$ cat config.mk
export PLATFORM = sky130hd
export DESIGN_NAME = msp_seq
export DESIGN_NICKNAME = d
export VERILOG_FILES = /design/src/rtl/msp_pkg.sv /design/src/rtl/msp_seq.sv
export SDC_FILE = /design/constraint.sdc
export NUM_CORES = 1
export LEC_CHECK = 0
export BUFFER_PORTS_ARGS = -buffer_cell sky130_fd_sc_hd__buf_2
export CAP_MARGIN = 20
export CORE_UTILIZATION = 35
export CTS_BUF_LIST = sky130_fd_sc_hd__clkbuf_4
export DETAILED_ROUTE_END_ITERATION = 16
export GPL_ROUTABILITY_DRIVEN = 0
export PLACE_DENSITY = 0.52
export SLEW_MARGIN = 15
export SYNTH_ARGS = -nofsm -noshare
export SYNTH_HDL_FRONTEND = slang
export SYNTH_SLANG_ARGS = --single-unit
$ cat constraint.sdc
create_clock -name clk -period 6.3 [get_ports clk]
set_input_delay 0.945 -clock clk [delete_from_list [all_inputs] [get_ports clk]]
set_output_delay 0.945 -clock clk [all_outputs]
set_load 0.005 [all_outputs]
$ cat src/rtl/msp_pkg.sv
// Shared types and codes for the music register stream player.
// No dependencies; msp_seq and the top level refer to it by scoped names.
`default_nettype none
package msp_pkg;

	// Input item commands
	localparam logic [1:0] CMD_PUSH    = 2'd0;
	localparam logic [1:0] CMD_TICK    = 2'd1;
	localparam logic [1:0] CMD_RESTART = 2'd2;

	// Result kinds
	localparam logic [2:0] KIND_SOUND     = 3'd0;
	localparam logic [2:0] KIND_FM        = 3'd1;
	localparam logic [2:0] KIND_PUSH_OK   = 3'd2;
	localparam logic [2:0] KIND_PUSH_DROP = 3'd3;
	localparam logic [2:0] KIND_END       = 3'd4;

	// Stream command bytes
	localparam logic [7:0] BYTE_EXT = 8'h40;
	localparam logic [7:0] BYTE_END = 8'h80;

	// Result budget of one tick
	localparam logic [6:0] MAX_WRITES = 7'd64;

	typedef struct packed {
		logic [2:0] kind;
		logic [7:0] reg_index;
		logic [7:0] reg_value;
		logic       last;
	} result_t;

endpackage
`default_nettype wire

$ cat src/rtl/msp_seq.sv
// Decode sequencer: ring pointers, delay counter, command decode and result holdover.
// Drives the ring store ports; uses msp_pkg for codes and the result type.
`default_nettype none
module msp_seq #(
	parameter int unsigned RING_DEPTH   = 1024,
	parameter int unsigned HEADER_BYTES = 16
) (
	input  wire logic                          clk,
	input  wire logic                          arst_n,
	input  wire logic                          play_enable,
	input  wire logic                          in_valid,
	output logic                               in_ready,
	input  wire logic [1:0]                    command,
	input  wire logic [7:0]                    stream_byte,
	input  wire logic                          out_free,
	output logic                               emit_valid,
	output msp_pkg::result_t                   emit,
	output logic                               wr_en,
	output logic      [$clog2(RING_DEPTH)-1:0] wr_addr,
	output logic      [7:0]                    wr_data,
	output logic                               rd_en,
	output logic      [$clog2(RING_DEPTH)-1:0] rd_addr,
	input  wire logic [7:0]                    rd_data
);

	localparam int unsigned SPAN = 2 * RING_DEPTH;
	localparam int unsigned PW   = $clog2(SPAN);
	localparam int unsigned IW   = $clog2(RING_DEPTH);
	localparam logic [PW:0]   SPAN_X  = (PW+1)'(SPAN);
	localparam logic [PW-1:0] DEPTH_P = PW'(RING_DEPTH);
	localparam logic [PW-1:0] LAST_P  = PW'(SPAN - 1);

	typedef enum logic [7:0] {
		S_IDLE  = 8'b0000_0001,
		S_FETCH = 8'b0000_0010,
		S_CMD   = 8'b0000_0100,
		S_SND   = 8'b0000_1000,
		S_EXT   = 8'b0001_0000,
		S_FMREG = 8'b0010_0000,
		S_FMVAL = 8'b0100_0000,
		S_FLUSH = 8'b1000_0000
	} state_t;

	state_t           state_q, state_d;
	logic [PW-1:0]    rp_q, rp_d, wp_q, wp_d;
	logic [6:0]       ftw_q, ftw_d;
	logic             ended_q, ended_d;
	logic [6:0]       n_q, n_d;
	logic [7:0]       cmd_q, cmd_d;
	logic [7:0]       reg_q, reg_d;
	logic [5:0]       pairs_q, pairs_d;
	logic             pend_valid_q, pend_valid_d;
	msp_pkg::result_t pend_q, pend_d;

	logic [PW:0]      diff, fill_x;
	logic [PW-1:0]    fill, avail, wp_next;
	logic             full, can_emit;

	function automatic logic [IW-1:0] ring_index(input logic [PW-1:0] p);
		logic [PW-1:0] t;
		t = (p >= DEPTH_P) ? p - DEPTH_P : p;
		return t[IW-1:0];
	endfunction

	// Fill level modulo the pointer span; above the depth the header is still arriving
	assign diff     = {1'b0, wp_q} - {1'b0, rp_q};
	assign fill_x   = diff[PW] ? diff + SPAN_X : diff;
	assign fill     = fill_x[PW-1:0];
	assign full     = (fill == DEPTH_P);
	assign avail    = (fill > DEPTH_P) ? '0 : fill;
	assign wp_next  = (wp_q == LAST_P) ? '0 : wp_q + PW'(1);
	assign can_emit = !pend_valid_q || out_free;
	assign wr_addr  = ring_index(wp_q);
	assign wr_data  = stream_byte;

	always_comb begin
		logic [6:0]       rp_inc;
		logic [1:0]       rd_off;
		logic             new_valid;
		msp_pkg::result_t new_res;
		logic [6:0]       len;
		logic [PW:0]      rp_sum, rd_sum;

		state_d      = state_q;
		rp_d         = rp_q;
		wp_d         = wp_q;
		ftw_d        = ftw_q;
		ended_d      = ended_q;
		n_d          = n_q;
		cmd_d        = cmd_q;
		reg_d        = reg_q;
		pairs_d      = pairs_q;
		pend_valid_d = pend_valid_q;
		pend_d       = pend_q;
		in_ready     = 1'b0;
		emit_valid   = 1'b0;
		emit         = '0;
		wr_en        = 1'b0;
		rd_en        = 1'b0;
		rd_off       = 2'd0;
		rp_inc       = 7'd0;
		rp_sum       = '0;
		new_valid    = 1'b0;
		new_res      = '0;
		len          = 7'd2 + {1'b0, rd_data[5:0]};

		case (state_q)
			S_IDLE: begin
				in_ready = out_free;
				if (in_valid && out_free) begin
					case (command)
						msp_pkg::CMD_PUSH: begin
							emit_valid      = 1'b1;
							emit.kind       = full ? msp_pkg::KIND_PUSH_DROP
								: msp_pkg::KIND_PUSH_OK;
							emit.reg_value  = stream_byte;
							emit.last       = 1'b1;
							if (!full) begin
								wr_en = 1'b1;
								wp_d  = wp_next;
							end
						end
						msp_pkg::CMD_TICK: begin
							if (play_enable && !ended_q) begin
								if (ftw_q != 7'd0) begin
									ftw_d = ftw_q - 7'd1;
								end else begin
									n_d     = 7'd0;
									state_d = S_FETCH;
								end
							end
						end
						msp_pkg::CMD_RESTART: begin
							wp_d    = '0;
							rp_d    = PW'(HEADER_BYTES);
							ftw_d   = 7'd0;
							ended_d = 1'b0;
						end
						default: ;
					endcase
				end
			end
			S_FETCH: begin
				if (avail == '0) begin
					state_d = S_FLUSH;
				end else begin
					rd_en   = 1'b1;
					state_d = S_CMD;
				end
			end
			S_CMD: begin
				cmd_d = rd_data;
				if (rd_data < msp_pkg::BYTE_EXT) begin
					if (avail < PW'(2) || n_q >= msp_pkg::MAX_WRITES) begin
						state_d = S_FLUSH;
					end else begin
						rd_en   = 1'b1;
						rd_off  = 2'd1;
						state_d = S_SND;
					end
				end else if (rd_data == msp_pkg::BYTE_EXT) begin
					if (avail < PW'(2)) begin
						state_d = S_FLUSH;
					end else begin
						rd_en   = 1'b1;
						rd_off  = 2'd1;
						state_d = S_EXT;
					end
				end else if (rd_data < msp_pkg::BYTE_END) begin
					// Whole FM block must be present and fit the budget
					if (avail < PW'({rd_data[5:0], 1'b1})
							|| (n_q + {1'b0, rd_data[5:0]}) > msp_pkg::MAX_WRITES) begin
						state_d = S_FLUSH;
					end else begin
						rd_en   = 1'b1;
						rd_off  = 2'd1;
						rp_inc  = 7'd1;
						pairs_d = rd_data[5:0];
						state_d = S_FMREG;
					end
				end else if (rd_data == msp_pkg::BYTE_END) begin
					if (n_q >= msp_pkg::MAX_WRITES) begin
						state_d = S_FLUSH;
					end else if (can_emit) begin
						new_valid    = 1'b1;
						new_res.kind = msp_pkg::KIND_END;
						ended_d      = 1'b1;
						rp_inc       = 7'd1;
						state_d      = S_FLUSH;
					end
				end else begin
					ftw_d   = rd_data[6:0] - 7'd1;
					rp_inc  = 7'd1;
					state_d = S_FLUSH;
				end
			end
			S_SND: begin
				if (can_emit) begin
					new_valid         = 1'b1;
					new_res.kind      = msp_pkg::KIND_SOUND;
					new_res.reg_index = {2'b00, cmd_q[5:0]};
					new_res.reg_value = rd_data;
					rp_inc            = 7'd2;
					state_d           = S_FETCH;
				end
			end
			S_EXT: begin
				if (avail < PW'(len)) begin
					state_d = S_FLUSH;
				end else begin
					rp_inc  = len;
					state_d = S_FETCH;
				end
			end
			S_FMREG: begin
				reg_d   = rd_data;
				rd_en   = 1'b1;
				rd_off  = 2'd1;
				state_d = S_FMVAL;
			end
			S_FMVAL: begin
				if (can_emit) begin
					new_valid         = 1'b1;
					new_res.kind      = msp_pkg::KIND_FM;
					new_res.reg_index = reg_q;
					new_res.reg_value = rd_data;
					rp_inc            = 7'd2;
					pairs_d           = pairs_q - 6'd1;
					if (pairs_q != 6'd1) begin
						rd_en   = 1'b1;
						rd_off  = 2'd2;
						state_d = S_FMREG;
					end else begin
						state_d = S_FETCH;
					end
				end
			end
			S_FLUSH: begin
				if (!pend_valid_q) begin
					state_d = S_IDLE;
				end else if (out_free) begin
					emit_valid   = 1'b1;
					emit         = pend_q;
					emit.last    = 1'b1;
					pend_valid_d = 1'b0;
					state_d      = S_IDLE;
				end
			end
			default: state_d = S_IDLE;
		endcase

		// Hold the newest result back until the tick knows whether it is the final one
		if (new_valid) begin
			n_d = n_q + 7'd1;
			if (pend_valid_q) begin
				emit_valid = 1'b1;
				emit       = pend_q;
				emit.last  = 1'b0;
			end
			pend_d       = new_res;
			pend_valid_d = 1'b1;
		end

		// Shared pointer adder with wrap at the span
		if (rp_inc != 7'd0) begin
			rp_sum = {1'b0, rp_q} + (PW+1)'(rp_inc);
			if (rp_sum >= SPAN_X) begin
				rp_sum = rp_sum - SPAN_X;
			end
			rp_d = rp_sum[PW-1:0];
		end

		rd_sum = {1'b0, rp_q} + (PW+1)'(rd_off);
		if (rd_sum >= SPAN_X) begin
			rd_sum = rd_sum - SPAN_X;
		end
		rd_addr = ring_index(rd_sum[PW-1:0]);
	end

	always_ff @(posedge clk or negedge arst_n) begin
		if (!arst_n) begin
			state_q      <= S_IDLE;
			rp_q         <= '0;
			wp_q         <= '0;
			ftw_q        <= 7'd0;
			ended_q      <= 1'b1;
			n_q          <= 7'd0;
			pairs_q      <= 6'd0;
			pend_valid_q <= 1'b0;
		end else begin
			state_q      <= state_d;
			rp_q         <= rp_d;
			wp_q         <= wp_d;
			ftw_q        <= ftw_d;
			ended_q      <= ended_d;
			n_q          <= n_d;
			pairs_q      <= pairs_d;
			pend_valid_q <= pend_valid_d;
		end
	end

	always_ff @(posedge clk) begin
		cmd_q  <= cmd_d;
		reg_q  <= reg_d;
		pend_q <= pend_d;
	end

endmodule
`default_nettype wire

---- Yosys cells after proc, flatten, opt, wreduce, memory -nomap -nowiden ----
Cells that the tools add are included.
storage, ports and cells
  flip-flop bits (word level) ............. 85
  bits of input ports ..................... 23
  output and inout bits ................... 52
  logic and storage cells ................. 246
operators by class
  add/sub/neg operators ................... 15
  order comparisons ....................... 12
  eq/ne operators ......................... 38
  multiplexer cells ....................... 138
  reductions and logical operators ........ 30
operator list
  operator                                             count
  two-way mux 8 bit                                    20
  two-way mux 7 bit                                    17
  two-way mux 11 bit                                   10
  two-way mux 20 bit                                   4
  one-hot mux 8 bit (8 select lines)                   1
  two-way mux 1 bit                                    47
  two-way mux 6 bit                                    6
  one-hot mux 16 bit (2 select lines)                  1
  inequality test 2 bit (second input constant)        15
  one-hot mux 7 bit (2 select lines)                   2
  >= comparator 12 bit (second input constant)         2
  adder 11 x 1 -> 11 bit (second input constant)       2
  == test 11 bit (second input constant)               2
  >= comparator 11 bit (second input constant)         2
  less-than comparator 11 x 7 -> 1 bit                 2
  one-hot mux 11 bit (2 select lines)                  1
  nonzero test 2 bit                                   11
  subtractor 11 x 1 -> 11 bit (second input constant)  2
  one-hot mux 7 bit (3 select lines)                   1
  two-way mux 10 bit                                   2
  subtractor 10 x 1 -> 10 bit (second input constant)  2
  two-way mux 3 bit                                    6
  two-way mux 9 bit                                    2
  one-hot mux 9 bit (2 select lines)                   1
  other kinds (51)                                     72

---- Logic depth before layout (Yosys ltp) ----
Gate-level depths: netlist (run 1).
  depth in word-level cells ............... 17
  mapped depth ............................ 34
  gate-level depth less buffers ........... 33

---- Least setup slack after synthesis (run 1) ----
Ideal clock, no wire load.
  path type ............................... reg2reg
  from .................................... reg wp_q[0]
  to ...................................... reg rp_q[10]
  setup time .............................. 0.126 ns
  data arrival time ....................... 5.425 ns
  data required time ...................... 6.174 ns
  slack ................................... 0.749 ns
  stages on the path, launching flop included .. 31
  buffers on the path ..................... 0
  clock period less this slack ............ 5.551 ns
  cell sequence ........................... dfrtp_1 inv_1 ha_1 inv_1 fa_1 a211oi_2 nor2_1 xnor2_1 nor4bb_1 o2111ai_2 nor2b_1 nor2b_1 ha_1 a211o_1 a221oi_1 a21boi_0 nand2_1 nand2_1 o21ai_0 ha_1 inv_1 fa_1 inv_1 a21oi_1 o21bai_1 a21o_1 a21o_1 a21o_1 nand4_1 nor3_1 a311o_1
between the ends
  cells in the longest elaborated chain, start to end .. 16
  elaborated cells on any way between the ends .. 24
  those cells by class .................... add/sub: 4; order compare: 4; mux: 10; reduce/logical: 6
RTL lines
  item                                                                        line                            source
  from (decl)                                                                 msp_seq.sv:45                   logic [PW-1:0] rp_q, rp_d, wp_q, wp_d;
  from (signal assigned)                                                      msp_seq.sv:293                  wp_q <= wp_d;
  subtractor 11 x 11 -> 12 bit (*)                                            msp_seq.sv:66                   assign diff = {1'b0, wp_q} - {1'b0, rp_q};
  adder 11 x 1 -> 11 bit                                                      msp_seq.sv:67                   assign fill_x = diff[PW] ? diff + SPAN_X : diff;
  two-way mux 11 bit (*)                                                      msp_seq.sv:67
  greater-than comparator 11 bit                                              msp_seq.sv:70                   assign avail = (fill > DEPTH_P) ? '0 : fill;
  two-way mux 11 bit (*)                                                      msp_seq.sv:70
  less-than comparator 11 x 7 -> 1 bit                                        msp_seq.sv:171                  if (avail < PW'({rd_data[5:0], 1'b1})
  logical OR 1 bit                                                            msp_seq.sv:172                  || (n_q + {1'b0, rd_data[5:0]}) > msp_pkg::MAX_WRITES) begin
  two-way mux 1 bit                                                           msp_seq.sv:171
  two-way mux 7 bit                                                           msp_seq.sv:169                  end else if (rd_data < msp_pkg::BYTE_END) begin
  two-way mux 7 bit                                                           msp_seq.sv:161                  end else if (rd_data == msp_pkg::BYTE_EXT) begin
  two-way mux 7 bit                                                           msp_seq.sv:153                  if (rd_data < msp_pkg::BYTE_EXT) begin
  one-hot mux 7 bit (3 select lines) (*)                                      msp_seq.sv:107                  case (state_q)
  adder 11 x 7 -> 12 bit                                                      msp_seq.sv:266                  rp_sum = {1'b0, rp_q} + (PW+1)'(rp_inc);
  subtractor 11 x 1 -> 11 bit / >= comparator 12 bit (equally long branches)  msp_seq.sv:268, msp_seq.sv:267
  two-way mux 11 bit                                                          msp_seq.sv:267                  if (rp_sum >= SPAN_X) begin
  two-way mux 11 bit                                                          msp_seq.sv:265                  if (rp_inc != 7'd0) begin
  to (signal assigned)                                                        msp_seq.sv:292                  rp_q <= rp_d;
  to (decl)                                                                   msp_seq.sv:45
Mark *: on every way between the ends. The rest lies on a longest branch, timed or not.
A chain may end at the register's enable or synchronous reset.

---- Worst setup path in the final report (run 1) ----
  from .................................... reg wp_q[0]
  to ...................................... out rd_addr[8]
between the ends
  cells in the longest elaborated chain, start to end .. 17
  elaborated cells on any way between the ends .. 23
  those cells by class .................... add/sub: 5; order compare: 5; mux: 11; reduce/logical: 2
RTL lines
  item                                                                        line                            source
  subtractor 11 x 11 -> 12 bit (*)                                            msp_seq.sv:66
  adder 11 x 1 -> 11 bit                                                      msp_seq.sv:67
  two-way mux 11 bit (*)                                                      msp_seq.sv:67
  greater-than comparator 11 bit                                              msp_seq.sv:70
  two-way mux 11 bit (*)                                                      msp_seq.sv:70
  less-than comparator 11 x 7 -> 1 bit                                        msp_seq.sv:171
  logical OR 1 bit                                                            msp_seq.sv:172
  two-way mux 1 bit                                                           msp_seq.sv:171
  two-way mux 1 bit                                                           msp_seq.sv:169
  two-way mux 2 bit                                                           msp_seq.sv:161
  two-way mux 2 bit (*)                                                       msp_seq.sv:153
  one-hot mux 2 bit (3 select lines) (*)                                      msp_seq.sv:107
  adder 11 x 2 -> 12 bit (*)                                                  msp_seq.sv:273                  rd_sum = {1'b0, rp_q} + (PW+1)'(rd_off);
  subtractor 11 x 1 -> 11 bit / >= comparator 12 bit (equally long branches)  msp_seq.sv:275, msp_seq.sv:274
  two-way mux 11 bit (*)                                                      msp_seq.sv:274                  if (rd_sum >= SPAN_X) begin
  subtractor 10 x 1 -> 10 bit / >= comparator 11 bit (equally long branches)  msp_seq.sv:61                   t = (p >= DEPTH_P) ? p - DEPTH_P : p;
  two-way mux 10 bit (*)                                                      msp_seq.sv:61
  to (decl)                                                                   msp_seq.sv:22                   output logic [$clog2(RING_DEPTH)-1:0] rd_addr,
Marked as above.

==> results of run 1 <==
worst max path at each step:
stage | end | slack (ns)
2_1_floorplan | rp_q[10] | 0.75
3_3_place_gp | rd_addr[8] | 0.39
3_5_place_dp | rd_addr[9] | 0.29
4_1_cts | rd_addr[8] | 0.007
5_1_grt | rd_addr[8] | -0.08
6_report | rd_addr[8] | 0.12
final cells by class:
| class | instances | area share, % |
|---|---|---|
| clock inverters | 6 | 0.874 |
| multi-input cells | 547 | 52.4 |
| diodes | 1 | 0.0343 |
| clock buffers | 10 | 1.03 |
| repair buffers | 106 | 8.36 |
| well taps | 225 | 3.86 |
| inverters | 46 | 2.37 |
| flip-flops and latches | 84 | 31.1 |
per-stage QoR:
stage          area (um2)  utilization, %  power (mW)  setup slack [ns]
2_1_floorplan        6300               -        1.03             0.749
3_3_place_gp         6880            39.5        1.17             0.385
3_5_place_dp         6880            39.5        1.18             0.291
4_1_cts              7070            40.6        1.53           0.00729
5_1_grt              7300            41.9        1.67           -0.0840
6_report             7300            41.9        1.57             0.125
logic make-up (layout without fill, tap and decap cells):
logic type               Yosys count  count (layout)  synth area share, %
AND/OR/NAND/NOR                  264             264                 21.4
AO/OA/AOI/OAI                    197             197                 20.7
buffers and inverters             85             168                 6.33
flip-flops                        84              84                 35.9
adder cells (fa/ha/maj)           52              52                 10.8
XOR/XNOR                          30              30                 4.17
multiplexers                       4               4                0.655
other                              0               1                    0
report_power, final:
group / internal, mW / switching (mW)
combinational: 0.244 / 0.325
sequential: 0.611 / 0.0591
clock: 0.126 / 0.209
total: 0.981 / 0.592
worst reg2reg max path, delay by kind of cell (launching register included):
family / cells / cell delay [ns]
buf+inv: 6 / 0.44
xor+xnor: 1 / 0.16
simple gates: 12 / 1.56
fa+ha+maj: 5 / 1.23
flops: 1 / 0.45
compound gates: 11 / 1.97
cell usage after synthesis (all sizes together) (5+ instances only):
library cell,n
nand3,24
xnor2,20
edfxtp,32
a21o,15
nor3,23
nor2,72
nor4,8
xor2,10
clkbuf,16
or3,6
o31ai,7
buf,23
nand2b,11
a31oi,10
nand4,6
nor2b,10
a22o,15
o211ai,6
inv,46
and2,16
nand3b,5
dfrtp,50
a21oi,42
nand2,49
and4,5
and3,12
ha,48
o21ai,62
repair_timing:
item,4_1_cts,5_1_grt
endpoints found under the setup margin,9,13
gates cloned,0,0
gates resized for setup,8,42
buffers inserted,2,10
pin swaps,3,16
placed cells by master (no fill, tap or decap), types with 4 or more instances in the layout:
cell,n
a21o_1,15
a21oi_1,39
a22o_1,15
a31oi_1,9
and2_1,16
and3_1,12
and4_1,5
buf_2,74
buf_4,32
clkbuf_4,10
dfrtp_1,46
dfrtp_2,4
edfxtp_1,32
ha_1,40
ha_2,5
inv_1,42
inv_2,4
nand2_1,49
nand2b_1,11
nand3_1,23
nand3b_1,5
nand4_1,6
nor2_1,65
nor2_2,5
nor2b_1,7
nor3_1,22
nor4_1,7
o211ai_1,6
o21ai_0,55
o21ai_1,7
o22a_1,4
o31ai_1,5
or3_1,6
xnor2_1,19
xor2_1,10
registers in the layout, summed over array words and instances, names as in the netlist:
name,cells
ftw_q,7
rp_q,11
cmd_q,6
reg_q,8
pairs_q,6
pend_valid_q,1
wp_q,11
ended_q,1
n_q,7
state_q,8
pend_q,18
routing by layer:
layer  global-route usage, %  wire length (um)  up-vias
met4                    8.83               557        0
met2                    32.3              8410      180
met5                       0                 0        -
met3                    2.39               724       33
li1                        -                 -     2747
met1                    27.2              8500     2730
==> run summary, run 1 <==
worst flop-to-flop path endpoint = rp_q[10]
biggest area consumer among synthesized cells = dfrtp_1
vias in the first global route = 5279
average wire length per cell after detail routing = 17.7 um
clock transition time at the flip-flop clock pins of the worst setup and hold paths = 0.16 ns
achievable clock frequency = 162 MHz
growth of design area from synthesis to finish = 15.9%
Hold Crit Endpoint = ftw_q[6]
count of flip-flops with a built-in enable after synthesis = 32
LEAKAGE = 3.29 nW
number of cells in the design after placement = 996
crit share post-route = 98.0%
unrepaired setup endpoints after global routing = yes
HPWL after DPL = 13700 um
worst r2r path cells = 35
Hold Worst Slack = 0.533 ns
final total negative setup slack = 0 ns
top area cells in the synthesized netlist = dfrtp_1 (20%), edfxtp_1 (15%), ha_1 (9.5%)
clock sinks = 84
time the worst path needs with I/O delays and setup = 6.18 ns
count of nets after finishing = 869
number of DRC markers after the initial detailed-route iteration = 399
# setup viols final = 0
global-route wire length before repair = 28500 um
critical path data required time = 5.35 ns
cell at the slowest stage of the critical path = dfrtp_2
first-pass iteration count of the detailed router = 5
Worst R2R Start = wp_q[0]
DRT antenna net count = 0
cell count after synthesis = 716
worst min-delay path class = reg2reg
final hold viol count = 0
Startpoint Class = flip-flop
beginning of the worst hold path = ftw_q[6]
TritonCTS clock tree = yes
total grt overflow = 0
Clock Path Buffers = 2
sequential cell area in the final layout = 0.00227 mm2
I/O pin total = 75
sequential share of the synthesized area = 35.9%
antenna violations before repair = 1
number of violations of the max-capacitance limit = 0
power density cells = 216 mW/mm2
core area = 0.0174 mm2
total routing usage reported by global routing = 20.1%
logic depth of the worst setup path including buffers = 24
Async S/R FF share, synth = 61.9%
clock latency at the later pin of the worst-skew pair = 0.47 ns
count of different cell masters after synthesis = 76
Critical path origin = wp_q[0]
Slew @ Worst Pin = 0.881 ns
type of destination of the critical path = primary output
family with the most delay on the worst path = compound AO/OA/AOI/OAI gates
critical path class = reg2out
synthesis-stage register bit count = 84
slack of the worst reg-to-reg path = 0.39 ns
Die Height = 136 um
number of port buffers = 74
outcome = finished clean
average cell area after synthesis = 8.80 um2
commonest register cell after synthesis = dfrtp_1
total standard cell area after synthesis = 0.00630 mm2
number of vias in the routed layout = 5690
Cell Count, Final, Fillers Out = 1025
Buf/Inv on CP = 3
peak supply drop = 0.0952 mV
Multi-input gate area = 0.00382 mm2
# H-tree levels = 3
CTS hold repair buffers = 0
cell count of the worst hold path = 2
floorplan row count = 48
routed wire length = 18200 um
Die Outline Area = 0.0185 mm2
die width = 136 um
largest net degree at the start of global routing = 53
relative max-transition margin = 41.3%
Largest stage delay, worst path = 0.45 ns
area share of the largest cell type after synthesis = 19.9%
Worst Path Max Fanout = 4
root buf cell = clkbuf_4
# DRC = 0
number of pins with negative max-slew slack in the final report = 0
post-synthesis net count = 791
starting utilization of the core area = 36.2%
Ys Warns = 0
total CTS buffers = 9
average via count per standard cell = 5.55
ordered cell list for the critical path = inv_2 -> ha_4 -> inv_2 -> fa_2 -> a211oi_4 -> o311ai_2 -> mux2i_1 -> and4_1 -> o2111ai_2 -> nor2b_4 -> nor2b_4 -> ha_2 -> a21o_1 -> a21o_1 -> a221o_1 -> o31a_1 -> o21ba_4 -> o31ai_4 -> ha_4 -> fa_2 -> nand3_2 -> nor2_2 -> xnor2_1 -> buf_2
data arrival time of the critical path = 5.23 ns
final worst clock skew = 0.0291 ns
fillcell total = 1774
share of layout cells above drive strength 1 = 21.8%
(Power assumes the default switching activity.)
==> inputs of run 2 (changes only) <==
CELL_PAD_IN_SITES_DETAIL_PLACEMENT = 2   (was not set)
CELL_PAD_IN_SITES_GLOBAL_PLACEMENT = 2   (was not set)
PLACE_DENSITY = not set   (was 0.52)
PLACE_DENSITY_LB_ADDON = 0.08   (was not set)
==> run 2 against run 1 <==
Clock skew decreased by 0.010 ns; core utilization up 0.35 points; first-iteration DRC count decreased by 47%; cell count grew 0.20%; design area up 0.84%; register-to-register slack about the same; non-clock buffer count up 2; critical endpoint is now rd_addr[4]; largest cell class unchanged; largest power group unchanged.
==> run summary, run 2 (synthesized netlist as in run 1, its figures left out) <==
worst flop-to-flop path endpoint = rp_q[7]
ordered cell list for the critical path = inv_1 -> ha_2 -> o21ai_1 -> a21oi_1 -> o31a_1 -> o21a_1 -> o2111ai_4 -> nor2b_4 -> nor2b_4 -> ha_4 -> a21o_1 -> a21o_1 -> a221o_1 -> o31a_1 -> o21ba_4 -> o31ai_4 -> ha_4 -> fa_2 -> nand3_1 -> xnor2_2 -> buf_2
Largest stage delay, worst path = 0.43 ns
unrepaired setup endpoints after global routing = yes
peak supply drop = 0.117 mV
clock sinks = 84
# DRC = 0
root buf cell = clkbuf_4
final design area excluding fillers = 0.00736 mm2
cell at the slowest stage of the critical path = fa_2
logic depth of the worst setup path including buffers = 21
Critical path origin = rp_q[2]
Startpoint Class = flip-flop
vias in the first global route = 6207
family with the most delay on the worst path = compound AO/OA/AOI/OAI gates
core area = 0.0174 mm2
Worst Path Max Fanout = 5
type of destination of the critical path = primary output
floorplan row count = 48
clock transition time at the flip-flop clock pins of the worst setup and hold paths = 0.14 ns
total routing usage reported by global routing = 25.0%
total CTS buffers = 9
largest net degree at the start of global routing = 53
top flop regs = pend_q: 18 flops, rp_q: 11 flops, wp_q: 11 flops
average via count per standard cell = 5.72
number of pins with negative max-slew slack in the final report = 0
TritonCTS clock tree = yes
clock latency at the later pin of the worst-skew pair = 0.48 ns
internal power = 0.962 mW
LEAKAGE = 3.32 nW
max FFs per register = 18
DRT antenna net count = 0
count of nets after finishing = 871
critical path class = reg2out
Slew @ Worst Pin = 0.986 ns
switching power as a share of total power = 39.9%
commonest cells after routing, fill and taps aside = buf_2 (74), nor2_1 (65), o21ai_0 (55), nand2_1 (48)
combinational group share of total power = 39.3%
relative max-transition margin = 34.3%
share of power burned in registers = 41.8%
power density cells = 217 mW/mm2
Worst setup endpoint = rd_addr[4]
crit share post-route = 97.8%
Psw = 0.639 mW
number of violations of the max-capacitance limit = 0
outcome = finished clean
largest register by flop count = pend_q
data arrival time of the critical path = 5.22 ns
# setup viols final = 0
achievable clock frequency = 162 MHz
Clock Path Buffers = 2
Worst R2R Start = wp_q[0]
time the worst path needs with I/O delays and setup = 6.16 ns
worst min-delay path class = reg2reg
die width = 136 um
first-pass iteration count of the detailed router = 4
I/O pin total = 75
global-route wire length before repair = 34700 um
fillcell total = 1919
Die Outline Area = 0.0185 mm2
growth of design area from synthesis to finish = 16.8%
Clock Power Share = 18.9%
final hold viol count = 0
leading cell type in the layout, fill and taps excluded = buf_2
critical path data required time = 5.35 ns
total grt overflow = 0
average wire length per cell after detail routing = 22.3 um
Placement Setup Slack = -0.257 ns
Post-DP Area = 0.00691 mm2
share of layout cells above drive strength 1 = 23.3%
routed wire length = 22900 um
worst path setup slack after routing = 0.139 ns
number of port buffers = 74
number of DRC markers after the initial detailed-route iteration = 210
starting utilization of the core area = 36.2%
CTS hold repair buffers = 0
# H-tree levels = 3
Die Height = 136 um
antenna violations before repair = 1
HPWL after DPL = 17400 um
final worst clock skew = 0.0187 ns
number of vias in the routed layout = 5877
Buf/Inv on CP = 2
slack of the worst reg-to-reg path = 0.38 ns
worst r2r path cells = 31
[run 2: changes by cell type in the layout (fill, tap and decap cells not counted), sizes merged]
cell	change
bufinv	-1
inv	-1
clkbuf	+2
buf	+2
[run 2: cell type report]
type / count / area [um2] / area share [%]
antenna: 1 / 2.50 / 0.0340
clock buffer: 12 / 90.1 / 1.22
clock inverter: 4 / 26.3 / 0.357
inverter: 46 / 173 / 2.35
multi-input combinational: 547 / 3890 / 52.9
sequential: 84 / 2270 / 30.9
tap: 225 / 282 / 3.82
timing repair buffer: 108 / 626 / 8.50
[run 2: power by group through the flow]
stage                     logic, mW  registers, mW  clock network (mW)
after detailed placement      0.533          0.683                   0
after floorplan               0.368          0.658                   0
after global routing          0.688          0.679               0.332
after CTS                     0.555          0.670               0.315
final                         0.629          0.670               0.302
after global placement        0.505          0.677                   0
[run 2: timing repair]
action / 4_1_cts / 5_1_grt
resized for setup: 14 / 51
setup buffers: 4 / 6
setup endpoints to repair: 13 / 13
pin swaps: 5 / 20
[run 2: worst min path at each step]
stage	start	endpoint	cells after the start
after floorplan	ftw_q[6]	ftw_q[6]	2
after global placement	ftw_q[6]	ftw_q[6]	2
after detailed placement	ftw_q[6]	ftw_q[6]	2
after CTS	reg_q[0]	pend_q[9]	1
after global routing	cmd_q[1]	pend_q[10]	1
final	ftw_q[6]	ftw_q[6]	2
[run 2: worst reg2reg max path, delay by kind of cell, from the launching register on]
kind,cells,cell delay (ns)
muxes,1,0.26
DFF,1,0.43
adders and majority gates,4,1.04
buffers and inverters,5,0.44
and+or+nand+nor,9,1.23
AOI/OAI and AO/OA,12,2.43
[run 2: stage by stage]
| stage | power [mW] | hold WS (ns) | std cells | TNS (ns) | util [%] |
|---|---|---|---|---|---|
| finish | 1.60 | 0.537 | 1027 | 0 | 42.3 |
| global route | 1.70 | 0.568 | 1027 | -0.157 | 42.3 |
| CTS | 1.54 | 0.545 | 1020 | 0 | 40.8 |
| detailed placement | 1.22 | 0.515 | 1000 | -0.582 | 39.7 |
| global placement | 1.18 | 0.492 | 1000 | 0 | 39.7 |
| floorplan | 1.03 | 0.470 | 716 | 0 | - |
[run 2: metal layers]
| metal | vias up | global-route usage, % | part of all wire [%] |
|---|---|---|---|
| met5 | - | 0 | 0 |
| met2 | 104 | 42.7 | 48 |
| met1 | 3013 | 33.5 | 47 |
| met3 | 19 | 3.47 | 3.9 |
| li1 | 2741 | - | - |
| met4 | 0 | 4.51 | 1.1 |
==> inputs of run 3 (changes only) <==
==> constraint.sdc (replaced) <==
create_clock -name clk -period 6.3 [get_ports clk]
set_input_delay 0.315 -clock clk [delete_from_list [all_inputs] [get_ports clk]]
set_output_delay 0.315 -clock clk [all_outputs]
set_load 0.005 [all_outputs]
==> run 3 against run 2 <==
Combinational power is 12% lower; sequential power hardly changed; clock power is 13% higher; clock skew is 0.0037 ns higher; largest cell class unchanged; largest power group unchanged.
==> run summary, run 3 (synthesized netlist as in run 1, its figures left out) <==
core area = 0.0174 mm2
relative max-transition margin = 38.1%
Slew @ Worst Pin = 0.929 ns
die width = 136 um
growth of design area from synthesis to finish = 12.6%
Worst R2R Start = wp_q[6]
critical path class = reg2out
crit share post-route = 95.7%
# H-tree levels = 3
beginning of the worst hold path = rd_data[6]
root buf cell = clkbuf_4
largest net degree at the start of global routing = 53
Critical path origin = rp_q[3]
Die Height = 136 um
number of vias in the routed layout = 5815
floorplan row count = 48
critical path data required time = 5.98 ns
vias in the first global route = 6152
largest register by flop count = pend_q
first-pass iteration count of the detailed router = 4
commonest cells after routing, fill and taps aside = buf_2 (74), nor2_1 (71), o21ai_0 (57), nand2_1 (49)
power density cells = 221 mW/mm2
Hold Crit Endpoint = state_q[4]
total grt overflow = 0
Hold Worst Slack = 0.161 ns
average via count per standard cell = 5.72
# setup viols final = 0
Placement Setup Slack = 0.00846 ns
worst flop-to-flop path endpoint = rp_q[10]
HPWL after DPL = 17100 um
final core utilization = 40.7%
number of DRC markers after the initial detailed-route iteration = 284
clock sinks = 84
outcome = finished clean
cell at the slowest stage of the critical path = dfrtp_1
final hold viol count = 0
number of port buffers = 74
count of nets after finishing = 860
slack of the worst reg-to-reg path = 0.30 ns
top flop regs = pend_q: 18 flops, rp_q: 11 flops, wp_q: 11 flops
Largest stage delay, worst path = 0.48 ns
final worst clock skew = 0.0224 ns
Clock Path Buffers = 2
cell count of the worst hold path = 3
cell occurring most often along the worst timing path = ha_1
achievable clock frequency = 166 MHz
number of pins with negative max-slew slack in the final report = 0
Buf/Inv on CP = 3
time the worst path needs with I/O delays and setup = 6.03 ns
max FFs per register = 18
clock transition time at the flip-flop clock pins of the worst setup and hold paths = 0.14 ns
worst r2r path cells = 27
ordered cell list for the critical path = inv_1 -> ha_1 -> o21ai_1 -> a21oi_2 -> o31a_1 -> o21a_1 -> o2111ai_2 -> nor2b_1 -> nor2b_1 -> ha_1 -> a21o_1 -> a21o_1 -> a221o_1 -> o31a_1 -> buf_4 -> o21ba_2 -> o31ai_2 -> ha_1 -> fa_1 -> nand3_1 -> xnor2_1 -> buf_2
total routing usage reported by global routing = 24.8%
worst min-delay path class = in2reg
type of destination of the critical path = primary output
average wire length per cell after detail routing = 21.9 um
data arrival time of the critical path = 5.72 ns
number of violations of the max-capacitance limit = 0
peak supply drop = 0.106 mV
LEAKAGE = 3.24 nW
antenna violations before repair = 1
Final Power = 1.57 mW
total CTS buffers = 9
routed wire length = 22300 um
DRT antenna net count = 0
worst path setup slack after routing = 0.269 ns
I/O pin total = 75
TritonCTS clock tree = yes
fillcell total = 2005
clock latency at the later pin of the worst-skew pair = 0.49 ns
Die Outline Area = 0.0185 mm2
starting utilization of the core area = 36.2%
Worst Path Max Fanout = 5
family with the most delay on the worst path = compound AO/OA/AOI/OAI gates
leading cell type in the layout, fill and taps excluded = buf_2
global-route wire length before repair = 34800 um
Startpoint Class = flip-flop
# DRC = 0
share of layout cells above drive strength 1 = 18.0%
run 3: worst register-to-register path, delay by kind of cell (launching register included):
family / cells / cell delay, ns
and+or+nand+nor: 8 / 1.23
buffers and inverters: 2 / 0.13
DFF: 1 / 0.43
adders and majority gates: 4 / 1.15
AOI/OAI and AO/OA: 13 / 2.94
run 3: per-layer routing:
metal | up-vias | wire [um] | GRT usage (%)
met4 | 0 | 215 | 5.80
met3 | 16 | 763 | 3.09
li1 | 2718 | - | -
met5 | - | 0 | 0
met2 | 90 | 10700 | 41.2
met1 | 2991 | 10600 | 34.0
run 3: worst max path at each step:
stage | endpoint | slack [ns] | cells past startpoint
3_5_place_dp | rp_q[7] | 0.008 | 26
3_3_place_gp | rp_q[7] | 0.34 | 28
5_1_grt | rp_q[10] | -0.01 | 30
6_report | rd_addr[4] | 0.27 | 22
4_1_cts | rp_q[7] | 0.07 | 28
2_1_floorplan | rp_q[10] | 0.75 | 30
run 3: what timing repair did:
action	in CTS	in global routing
gates resized for setup	2	14
hold endpoints to repair	7	0
buffers inserted	0	3
pin swaps	0	4
gates cloned	0	0
endpoints found under the setup margin	6	13
hold buffers	1	0
run 3: power by group:
group	switching, mW	total [mW]	internal, mW	leakage, nW
combinational	0.344	0.556	0.213	2.21
sequential	0.0613	0.672	0.611	0.951
clock	0.212	0.341	0.129	0.0806
total	0.617	1.57	0.952	3.24
run 3: cell type report:
class,count,area (um2),area share (%)
multi-input combinational,547,3690,52.0
sequential,84,2270,32.0
timing repair buffer,97,546,7.69
tap,225,282,3.97
inverter,46,173,2.43
clock buffer,11,82.6,1.16
clock inverter,5,53.8,0.758
antenna,1,2.50,0.0353
run 3: through the flow:
step	area (um2)	setup TNS (ns)	cells
2_1_floorplan	6300	0	716
3_3_place_gp	6880	0	995
3_5_place_dp	6880	0	995
4_1_cts	7020	0	1012
5_1_grt	7100	-0.0158	1016
6_report	7100	0	1016
